$ cat config.mk
export PLATFORM = sky130hd
export DESIGN_NAME = fraction_arith_reduce
export DESIGN_NICKNAME = d
export VERILOG_FILES = /design/src/far_pkg.sv /design/src/far_sub.sv /design/src/fraction_arith_reduce.sv
export SDC_FILE = /design/constraint.sdc
export NUM_CORES = 2
export LEC_CHECK = 0
export ABC_AREA = 1
export BUFFER_PORTS_ARGS = -buffer_cell sky130_fd_sc_hd__buf_4
export CAP_MARGIN = 40
export CORE_ASPECT_RATIO = 1.25
export CORE_MARGIN = 2
export CORE_UTILIZATION = 35
export CTS_BUF_LIST = sky130_fd_sc_hd__clkbuf_16
export CTS_CLUSTER_DIAMETER = 120
export DETAILED_ROUTE_END_ITERATION = 10
export GPL_ROUTABILITY_DRIVEN = 0
export SYNTH_ARGS = -nofsm -noshare
export SYNTH_HDL_FRONTEND = slang
export SYNTH_SLANG_ARGS = --single-unit
$ cat constraint.sdc
create_clock -name clk -period 10.9 [get_ports clk]
set_clock_uncertainty 0.05 [all_clocks]
set_input_delay 2.18 -clock clk [delete_from_list [all_inputs] [get_ports clk]]
set_output_delay 2.18 -clock clk [all_outputs]
set_load 0.01 [all_outputs]
$ cat src/far_pkg.sv
// Shared types and constants for the fraction arithmetic and reduction block.
package far_pkg;

    // Fixed widths of the result fields
    localparam int RES_NUM_W = 33;
    localparam int RES_DEN_W = 31;

    // Operation codes carried by an input item
    typedef enum logic [2:0] {
        OP_ADD      = 3'd0,
        OP_ABS_DIFF = 3'd1,
        OP_MUL      = 3'd2,
        OP_DIV      = 3'd3,
        OP_CMP      = 3'd4
    } op_t;

    // Three-way compare codes
    typedef enum logic [1:0] {
        CMP_LT = 2'd0,
        CMP_EQ = 2'd1,
        CMP_GT = 2'd2
    } cmp_t;

    // Sequencer states, one-hot
    typedef enum logic [8:0] {
        S_IDLE  = 9'b0_0000_0001,
        S_MUL0  = 9'b0_0000_0010,
        S_MUL1  = 9'b0_0000_0100,
        S_MUL2  = 9'b0_0000_1000,
        S_SETUP = 9'b0_0001_0000,
        S_GCD   = 9'b0_0010_0000,
        S_DIVN  = 9'b0_0100_0000,
        S_DIVD  = 9'b0_1000_0000,
        S_DONE  = 9'b1_0000_0000
    } state_t;

endpackage

$ cat src/far_sub.sv
// Shared unsigned subtract and compare unit used by the GCD and divide steps.
module far_sub #(
    parameter int WIDTH = 32
) (
    input  logic [WIDTH-1:0] a,
    input  logic [WIDTH-1:0] b,
    output logic [WIDTH-1:0] diff,
    output logic             borrow
);

    logic [WIDTH:0] full;

    // Subtract with one guard bit; the guard bit is the borrow (a < b)
    assign full   = {1'b0, a} - {1'b0, b};
    assign diff   = full[WIDTH-1:0];
    assign borrow = full[WIDTH];

endmodule

$ cat src/fraction_arith_reduce.sv
// Top level: signed fraction add, absolute difference, multiply, divide and compare with reduction.
//
// One item at a time: after an item is accepted in_stall stays high until its result is
// loaded into the output register, which then waits for the consumer while the next item
// is taken. Cross products come from one shared signed multiplier in S_MUL0, S_MUL1 and,
// for add and difference, S_MUL2. The reduced result uses a binary GCD (shift, swap or
// subtract, one step a cycle; every swap leads to a subtract, every subtract to a shift or
// the end) and then two restoring divisions, numerator then denominator, all on one shared
// subtractor. Compare, division by zero and zero results skip the GCD and the divisions.
module fraction_arith_reduce #(
    parameter int FIELD_WIDTH = 16
) (
    input  logic                                clk,
    input  logic                                rst_n,
    input  logic                                in_valid,
    output logic                                in_stall,
    input  logic [2:0]                          op,
    input  logic signed [FIELD_WIDTH-1:0]       num_a,
    input  logic [FIELD_WIDTH-2:0]              den_a,
    input  logic signed [FIELD_WIDTH-1:0]       num_b,
    input  logic [FIELD_WIDTH-2:0]              den_b,
    output logic                                out_valid,
    input  logic                                out_stall,
    output logic signed [far_pkg::RES_NUM_W-1:0] res_num,
    output logic [far_pkg::RES_DEN_W-1:0]       res_den,
    output logic [1:0]                          cmp_code,
    output logic                                div_zero
);

    localparam int W  = FIELD_WIDTH;
    localparam int PW = 2 * W;            // signed product / sum width
    localparam int MW = 2 * W - 1;        // magnitude width
    localparam int CW = $clog2(MW + 1);   // step counter and shift count width
    localparam int XN = (MW + 1 > far_pkg::RES_NUM_W) ? MW + 1 : far_pkg::RES_NUM_W;
    localparam int XD = (MW > far_pkg::RES_DEN_W) ? MW : far_pkg::RES_DEN_W;

    far_pkg::state_t state_reg, state_next;

    // Operand and working registers
    logic [2:0]              op_reg;
    logic signed [W-1:0]     a_reg, c_reg;
    logic [W-2:0]            b_reg, d_reg;
    logic signed [PW-1:0]    p1_reg, p2_reg;
    logic                    neg_reg;
    logic [MW-1:0]           mag_reg, den_reg;
    logic [MW-1:0]           u_reg, v_reg, g_reg;
    logic [CW-1:0]           k_reg, cnt_reg;
    logic [MW-1:0]           x_reg, rem_reg, qn_reg;

    // Staged result and output registers
    logic signed [far_pkg::RES_NUM_W-1:0] st_num_reg, res_num_reg;
    logic [far_pkg::RES_DEN_W-1:0]        st_den_reg, res_den_reg;
    logic [1:0]                           st_cmp_reg, cmp_reg;
    logic                                 st_dz_reg, dz_reg;
    logic                                 out_valid_reg;

    logic in_accept, out_load;

    assign in_stall  = (state_reg != far_pkg::S_IDLE);
    assign in_accept = in_valid && !in_stall;
    assign out_load  = (state_reg == far_pkg::S_DONE) && (!out_valid_reg || !out_stall);

    // Shared multiplier: select operands by state and operation
    logic [W-1:0]            c_abs;
    logic signed [W:0]       mul_x, mul_y;
    logic signed [2*W+1:0]   mul_full;
    logic signed [PW-1:0]    prod;

    assign c_abs = c_reg[W-1] ? (W'(0) - W'(c_reg)) : W'(c_reg);

    always_comb
    begin
        mul_x = {a_reg[W-1], a_reg};
        mul_y = {2'b00, d_reg};
        case (state_reg)
            far_pkg::S_MUL0:
            begin
                if (op_reg == far_pkg::OP_MUL)
                begin
                    mul_y = {c_reg[W-1], c_reg};
                end
            end
            far_pkg::S_MUL1:
            begin
                if (op_reg == far_pkg::OP_MUL)
                begin
                    mul_x = {2'b00, b_reg};
                    mul_y = {2'b00, d_reg};
                end
                else if (op_reg == far_pkg::OP_DIV)
                begin
                    mul_x = {2'b00, b_reg};
                    mul_y = {1'b0, c_abs};
                end
                else
                begin
                    mul_x = {c_reg[W-1], c_reg};
                    mul_y = {2'b00, b_reg};
                end
            end
            far_pkg::S_MUL2:
            begin
                mul_x = {2'b00, b_reg};
                mul_y = {2'b00, d_reg};
            end
            default:
            begin
                mul_x = {a_reg[W-1], a_reg};
                mul_y = {2'b00, d_reg};
            end
        endcase
    end

    assign mul_full = mul_x * mul_y;
    assign prod     = mul_full[PW-1:0];

    // Shared subtractor: GCD compare/subtract or one divide step
    logic [MW:0] sub_a, sub_b, sub_diff;
    logic        sub_borrow;
    logic [MW:0] trial;

    assign trial = {rem_reg, x_reg[MW-1]};

    always_comb
    begin
        if (state_reg == far_pkg::S_GCD)
        begin
            sub_a = {1'b0, u_reg};
            sub_b = {1'b0, v_reg};
        end
        else
        begin
            sub_a = trial;
            sub_b = {1'b0, g_reg};
        end
    end

    far_sub #(
        .WIDTH (MW + 1)
    ) u_sub (
        .a      (sub_a),
        .b      (sub_b),
        .diff   (sub_diff),
        .borrow (sub_borrow)
    );

    // Divide step results
    logic [MW-1:0] rem_step, x_step;

    assign rem_step = sub_borrow ? trial[MW-1:0] : sub_diff[MW-1:0];
    assign x_step   = {x_reg[MW-2:0], !sub_borrow};

    // Setup values: sign and magnitude of the numerator
    logic          setup_neg;
    logic [PW-1:0] p1_abs;
    logic [MW-1:0] setup_mag;

    assign p1_abs    = p1_reg[PW-1] ? (PW'(0) - PW'(p1_reg)) : PW'(p1_reg);
    assign setup_mag = p1_abs[MW-1:0];

    always_comb
    begin
        case (op_reg)
            far_pkg::OP_ABS_DIFF: setup_neg = 1'b0;
            far_pkg::OP_DIV:      setup_neg = p1_reg[PW-1] ^ c_reg[W-1];
            default:              setup_neg = p1_reg[PW-1];
        endcase
    end

    // Final result formatting from reduced magnitudes
    logic [XN-1:0] num_ext, num_wide;
    logic [XD-1:0] den_wide;

    assign num_ext  = XN'(qn_reg);
    assign num_wide = neg_reg ? (XN'(0) - num_ext) : num_ext;
    assign den_wide = XD'(x_step);

    logic gcd_done;
    assign gcd_done = (u_reg == '0) || (v_reg == '0);

    // Sequencer next state
    always_comb
    begin
        state_next = state_reg;
        case (state_reg)
            far_pkg::S_IDLE:
            begin
                if (in_accept)
                begin
                    if (op == far_pkg::OP_ADD || op == far_pkg::OP_ABS_DIFF
                        || op == far_pkg::OP_MUL || op == far_pkg::OP_CMP
                        || (op == far_pkg::OP_DIV && num_b != '0))
                    begin
                        state_next = far_pkg::S_MUL0;
                    end
                    else
                    begin
                        state_next = far_pkg::S_DONE;
                    end
                end
            end
            far_pkg::S_MUL0:
            begin
                state_next = far_pkg::S_MUL1;
            end
            far_pkg::S_MUL1:
            begin
                if (op_reg == far_pkg::OP_ADD || op_reg == far_pkg::OP_ABS_DIFF)
                begin
                    state_next = far_pkg::S_MUL2;
                end
                else
                begin
                    state_next = far_pkg::S_SETUP;
                end
            end
            far_pkg::S_MUL2:
            begin
                state_next = far_pkg::S_SETUP;
            end
            far_pkg::S_SETUP:
            begin
                if (op_reg == far_pkg::OP_CMP || setup_mag == '0)
                begin
                    state_next = far_pkg::S_DONE;
                end
                else
                begin
                    state_next = far_pkg::S_GCD;
                end
            end
            far_pkg::S_GCD:
            begin
                if (gcd_done)
                begin
                    state_next = far_pkg::S_DIVN;
                end
            end
            far_pkg::S_DIVN:
            begin
                if (cnt_reg == CW'(MW - 1))
                begin
                    state_next = far_pkg::S_DIVD;
                end
            end
            far_pkg::S_DIVD:
            begin
                if (cnt_reg == CW'(MW - 1))
                begin
                    state_next = far_pkg::S_DONE;
                end
            end
            far_pkg::S_DONE:
            begin
                if (out_load)
                begin
                    state_next = far_pkg::S_IDLE;
                end
            end
            default:
            begin
                state_next = far_pkg::S_IDLE;
            end
        endcase
    end

    // Control registers
    always_ff @(posedge clk or negedge rst_n)
    begin
        if (!rst_n)
        begin
            state_reg     <= far_pkg::S_IDLE;
            out_valid_reg <= 1'b0;
        end
        else
        begin
            state_reg <= state_next;
            if (out_load)
            begin
                out_valid_reg <= 1'b1;
            end
            else if (!out_stall)
            begin
                out_valid_reg <= 1'b0;
            end
        end
    end

    // Datapath registers
    always_ff @(posedge clk)
    begin
        case (state_reg)
            far_pkg::S_IDLE:
            begin
                if (in_accept)
                begin
                    op_reg     <= op;
                    a_reg      <= num_a;
                    b_reg      <= den_a;
                    c_reg      <= num_b;
                    d_reg      <= den_b;
                    st_num_reg <= '0;
                    st_den_reg <= '0;
                    st_cmp_reg <= far_pkg::CMP_LT;
                    st_dz_reg  <= (op == far_pkg::OP_DIV) && (num_b == '0);
                end
            end
            far_pkg::S_MUL0:
            begin
                p1_reg <= prod;
            end
            far_pkg::S_MUL1:
            begin
                p2_reg <= prod;
            end
            far_pkg::S_MUL2:
            begin
                // Combine cross products and load the common denominator
                if (op_reg == far_pkg::OP_ADD)
                begin
                    p1_reg <= p1_reg + p2_reg;
                end
                else
                begin
                    p1_reg <= p1_reg - p2_reg;
                end
                p2_reg <= prod;
            end
            far_pkg::S_SETUP:
            begin
                if (op_reg == far_pkg::OP_CMP)
                begin
                    if (p1_reg < p2_reg)
                    begin
                        st_cmp_reg <= far_pkg::CMP_LT;
                    end
                    else if (p1_reg == p2_reg)
                    begin
                        st_cmp_reg <= far_pkg::CMP_EQ;
                    end
                    else
                    begin
                        st_cmp_reg <= far_pkg::CMP_GT;
                    end
                end
                else if (setup_mag == '0)
                begin
                    st_den_reg <= far_pkg::RES_DEN_W'(1);
                end
                else
                begin
                    neg_reg <= setup_neg;
                    mag_reg <= setup_mag;
                    den_reg <= p2_reg[MW-1:0];
                    u_reg   <= setup_mag;
                    v_reg   <= p2_reg[MW-1:0];
                    k_reg   <= '0;
                end
            end
            far_pkg::S_GCD:
            begin
                // One binary GCD step: shift out twos, swap, or subtract
                if (gcd_done)
                begin
                    g_reg   <= (u_reg | v_reg) << k_reg;
                    x_reg   <= mag_reg;
                    rem_reg <= '0;
                    cnt_reg <= '0;
                end
                else if (!u_reg[0] && !v_reg[0])
                begin
                    u_reg <= u_reg >> 1;
                    v_reg <= v_reg >> 1;
                    k_reg <= k_reg + CW'(1);
                end
                else if (!u_reg[0])
                begin
                    u_reg <= u_reg >> 1;
                end
                else if (!v_reg[0])
                begin
                    v_reg <= v_reg >> 1;
                end
                else if (sub_borrow)
                begin
                    u_reg <= v_reg;
                    v_reg <= u_reg;
                end
                else
                begin
                    u_reg <= sub_diff[MW-1:0];
                end
            end
            far_pkg::S_DIVN:
            begin
                // Restoring divide of the numerator magnitude by the GCD
                if (cnt_reg == CW'(MW - 1))
                begin
                    qn_reg  <= x_step;
                    x_reg   <= den_reg;
                    rem_reg <= '0;
                    cnt_reg <= '0;
                end
                else
                begin
                    x_reg   <= x_step;
                    rem_reg <= rem_step;
                    cnt_reg <= cnt_reg + CW'(1);
                end
            end
            far_pkg::S_DIVD:
            begin
                // Divide the denominator, then stage the signed result
                x_reg   <= x_step;
                rem_reg <= rem_step;
                cnt_reg <= cnt_reg + CW'(1);
                if (cnt_reg == CW'(MW - 1))
                begin
                    st_num_reg <= num_wide[far_pkg::RES_NUM_W-1:0];
                    st_den_reg <= den_wide[far_pkg::RES_DEN_W-1:0];
                end
            end
            far_pkg::S_DONE:
            begin
                if (out_load)
                begin
                    res_num_reg <= st_num_reg;
                    res_den_reg <= st_den_reg;
                    cmp_reg     <= st_cmp_reg;
                    dz_reg      <= st_dz_reg;
                end
            end
            default:
            begin
                op_reg <= op_reg;
            end
        endcase
    end

    assign out_valid = out_valid_reg;
    assign res_num   = res_num_reg;
    assign res_den   = res_den_reg;
    assign cmp_code  = cmp_reg;
    assign div_zero  = dz_reg;

endmodule

==> impl_metrics.env <==
export IMPL_antenna_found_initial=1
export IMPL_clk_pin_slew_ns=0.06
export IMPL_path_max_fanout=33
export IMPL_routed_wl_um=126000
export IMPL_status="completed"
export IMPL_finalCriticalPeriod_ns=8.77
export IMPL_die_width_um=310
export IMPL_synth_area_leaders="edfxtp_1 38%, fa_1 14%, nand2_1 9.2%"
export IMPL_tns_ns=0
export IMPL_dieArea_um2=120000
export IMPL_final_nets=5292
export IMPL_hold_depth=0
export IMPL_insertion_delay_ns=0.66
export IMPL_fp_coreArea_um2=116000
export IMPL_drive_above_1_share=0.0811
export IMPL_top_usage_layer="met2"
export IMPL_synthMuxAreaShare=0.00317
export IMPL_slew_viol_final=0
export IMPL_cts_max_level=2
export IMPL_crit_top_cell="nand2_1"
export IMPL_worstSetupPathType="register to register"
export IMPL_grtUsageTotal=0.210
export IMPL_grt_pass1_vias=33200
export IMPL_reg2reg_depth=37
export IMPL_post_cts_buffers=0
export IMPL_relSlewSlack=0.368
export IMPL_io_pins=138
export IMPL_hold_viol=0
export IMPL_drt_iter0_drc=2999
export IMPL_num_rows=140
export IMPL_setup_viol=0
export IMPL_synthArstFlopShare=0.0189
export IMPL_start_util=0.353
export IMPL_synthesis_nets=5225
export IMPL_worstSetupStartpointType="register"
export IMPL_slowest_delay_ns=0.58
export IMPL_critPathRequiredTime_ns=11.36
export IMPL_postRouteAntennaNets=0
export IMPL_cts_tree="done"
export IMPL_synth_top_family_by_area="adder cells"
export IMPL_grt_use_met2=0.353
export IMPL_reg2reg_slack_ns=2.13
export IMPL_ys_warn_count=0
export IMPL_grt_pass1_wl_um=193000
export IMPL_synth_seq_cells=530
export IMPL_cts_buffers=55
export IMPL_hold_class="register to register"
export IMPL_crit_path_end="p1_reg[30]"
export IMPL_die_h_um=387
export IMPL_grtUsageMet1=0.250
export IMPL_wl_per_cell_um=19.8
export IMPL_hold_buffers=0
export IMPL_route_detailed_drc=0
export IMPL_rr_startpoint="state_reg[1]"
export IMPL_synth_common_cells="1004 x nand2_1, 808 x inv_1, 520 x edfxtp_1"
export IMPL_grtUsageMet3=0.0242
export IMPL_startpoint="state_reg[1]"
export IMPL_cts_root_buffer="clkbuf_16"
export IMPL_synthCells=4695
export IMPL_grt_max_degree=89
export IMPL_first_pass_iters=6
export IMPL_synth_area_um2=41100
export IMPL_fin_crit_sh=0.804
export IMPL_cts_sinks=530
export IMPL_synth_fa_ha_area_frac=0.191
export IMPL_via_per_inst=5.19
export IMPL_synthSimpleGateAreaFrac=0.178
export IMPL_r2r_end="p1_reg[30]"
export IMPL_ys_types=74
export IMPL_num_vias=33100
export IMPL_port_buffers=137
export IMPL_hpwlAfterDp_um=100000
export IMPL_yosys_area_top_type="edfxtp_1"
export IMPL_synth_compound_area_frac=0.125
export IMPL_cp_data_arrival_time_ns=9.23
export IMPL_yosysTopAreaCellShare=0.380
export IMPL_grt_overflow_total=0
export IMPL_worstMarginPinSlew_ns=0.946
export IMPL_syn_to_final_growth_pct=11.0
export IMPL_synth_flop_cell="edfxtp_1"
export IMPL_cts_buffer_depth=3
export IMPL_maxCapViolCount=0
export IMPL_synth_edf_count=520
export IMPL_synthXorXnorAreaFrac=0.0211
export IMPL_endpoint_kind="register"
export IMPL_yosysMostFrequentCell="nand2_1"
export IMPL_critPathSlowestCell="a221oi_2"
export IMPL_avgSynthCellArea_um2=8.75
export IMPL_yosysSeqAreaShare=0.386
export IMPL_max_freq_mhz=114
export IMPL_cts_resized_gates=0
export IMPL_rsz0062_at_grt="no"
export IMPL_fillers=11700
-- metal layers --
layer / vias up / part of all wire
li1: 15500 / -
met1: 15800 / 0.38
met2: 1394 / 0.47
met3: 375 / 0.065
met4: 0 / 0.084
met5: - / 0
-- worst max-delay path, delay by kind of cell (launching register included) --
family / cells / cell delay [ns]
XOR/XNOR: 1 / 0.36
AND/OR/NAND/NOR: 17 / 2.29
buffers and inverters: 10 / 1.66
flip-flops: 1 / 0.39
AO/OA/AOI/OAI: 2 / 0.69
adder cells (fa/ha/maj): 7 / 3.18
-- through the flow --
stage	instance area (um^2)	setup slack (ns)	util	hold WS (ns)	cells
floorplan	41100	3.75	-	0.350	4695
detailed placement	43700	2.23	0.375	0.355	6267
CTS	45600	2.17	0.391	0.365	6370
global placement	43600	2.19	0.375	0.352	6262
global route	45600	1.60	0.391	0.372	6370
finish	45600	2.13	0.391	0.364	6371
-- placed cells by master (no fill, tap or decap), drive strengths merged, types with 13 or more instances in the layout --
master  count
nand2    1009
inv       836
edfxtp    520
nor2      465
o21ai     357
fa        278
a21oi     210
ha        183
buf       176
nand3     113
o211ai     74
xor2       67
clkbuf     55
a22oi      44
nor3       44
nand4      39
nor4       34
clkinv     33
or2        32
xnor2      31
o211a      26
o221ai     17
o21a       16
a31oi      14
mux2i      13
-- how the worst min path moves through the flow --
stage	slack, ns	startpoint	to
floorplan	0.35	st_cmp_reg[0]	cmp_code[0]
global placement	0.35	st_dz_reg	div_zero
detailed placement	0.35	st_den_reg[18]	res_den[18]
CTS	0.36	st_den_reg[0]	res_den[0]
global route	0.37	st_den_reg[13]	res_den[13]
finish	0.36	st_num_reg[6]	res_num[6]
-- cells by family after synthesis --
kind of cell,Yosys count
muxes,13
AOI/OAI and AO/OA,838
adders and majority gates,461
DFF,530
xor gates and xnor gates,98
and+or+nand+nor,1757
buffers and inverters,998
-- layout make-up --
cell class / instances / area, um^2 / area share
multi-input cells: 3167 / 21400 / 0.469
flip-flops and latches: 530 / 15900 / 0.348
inverters: 832 / 3130 / 0.0687
well taps: 1562 / 1950 / 0.0429
clock buffers: 55 / 1380 / 0.0302
repair buffers: 176 / 1370 / 0.0301
clock inverters: 48 / 487 / 0.0107
diodes: 1 / 2.50 / 0.0000549
Power is not shown: default switching activity piles up to over one toggle a cycle in this logic, so the estimate is an artifact.
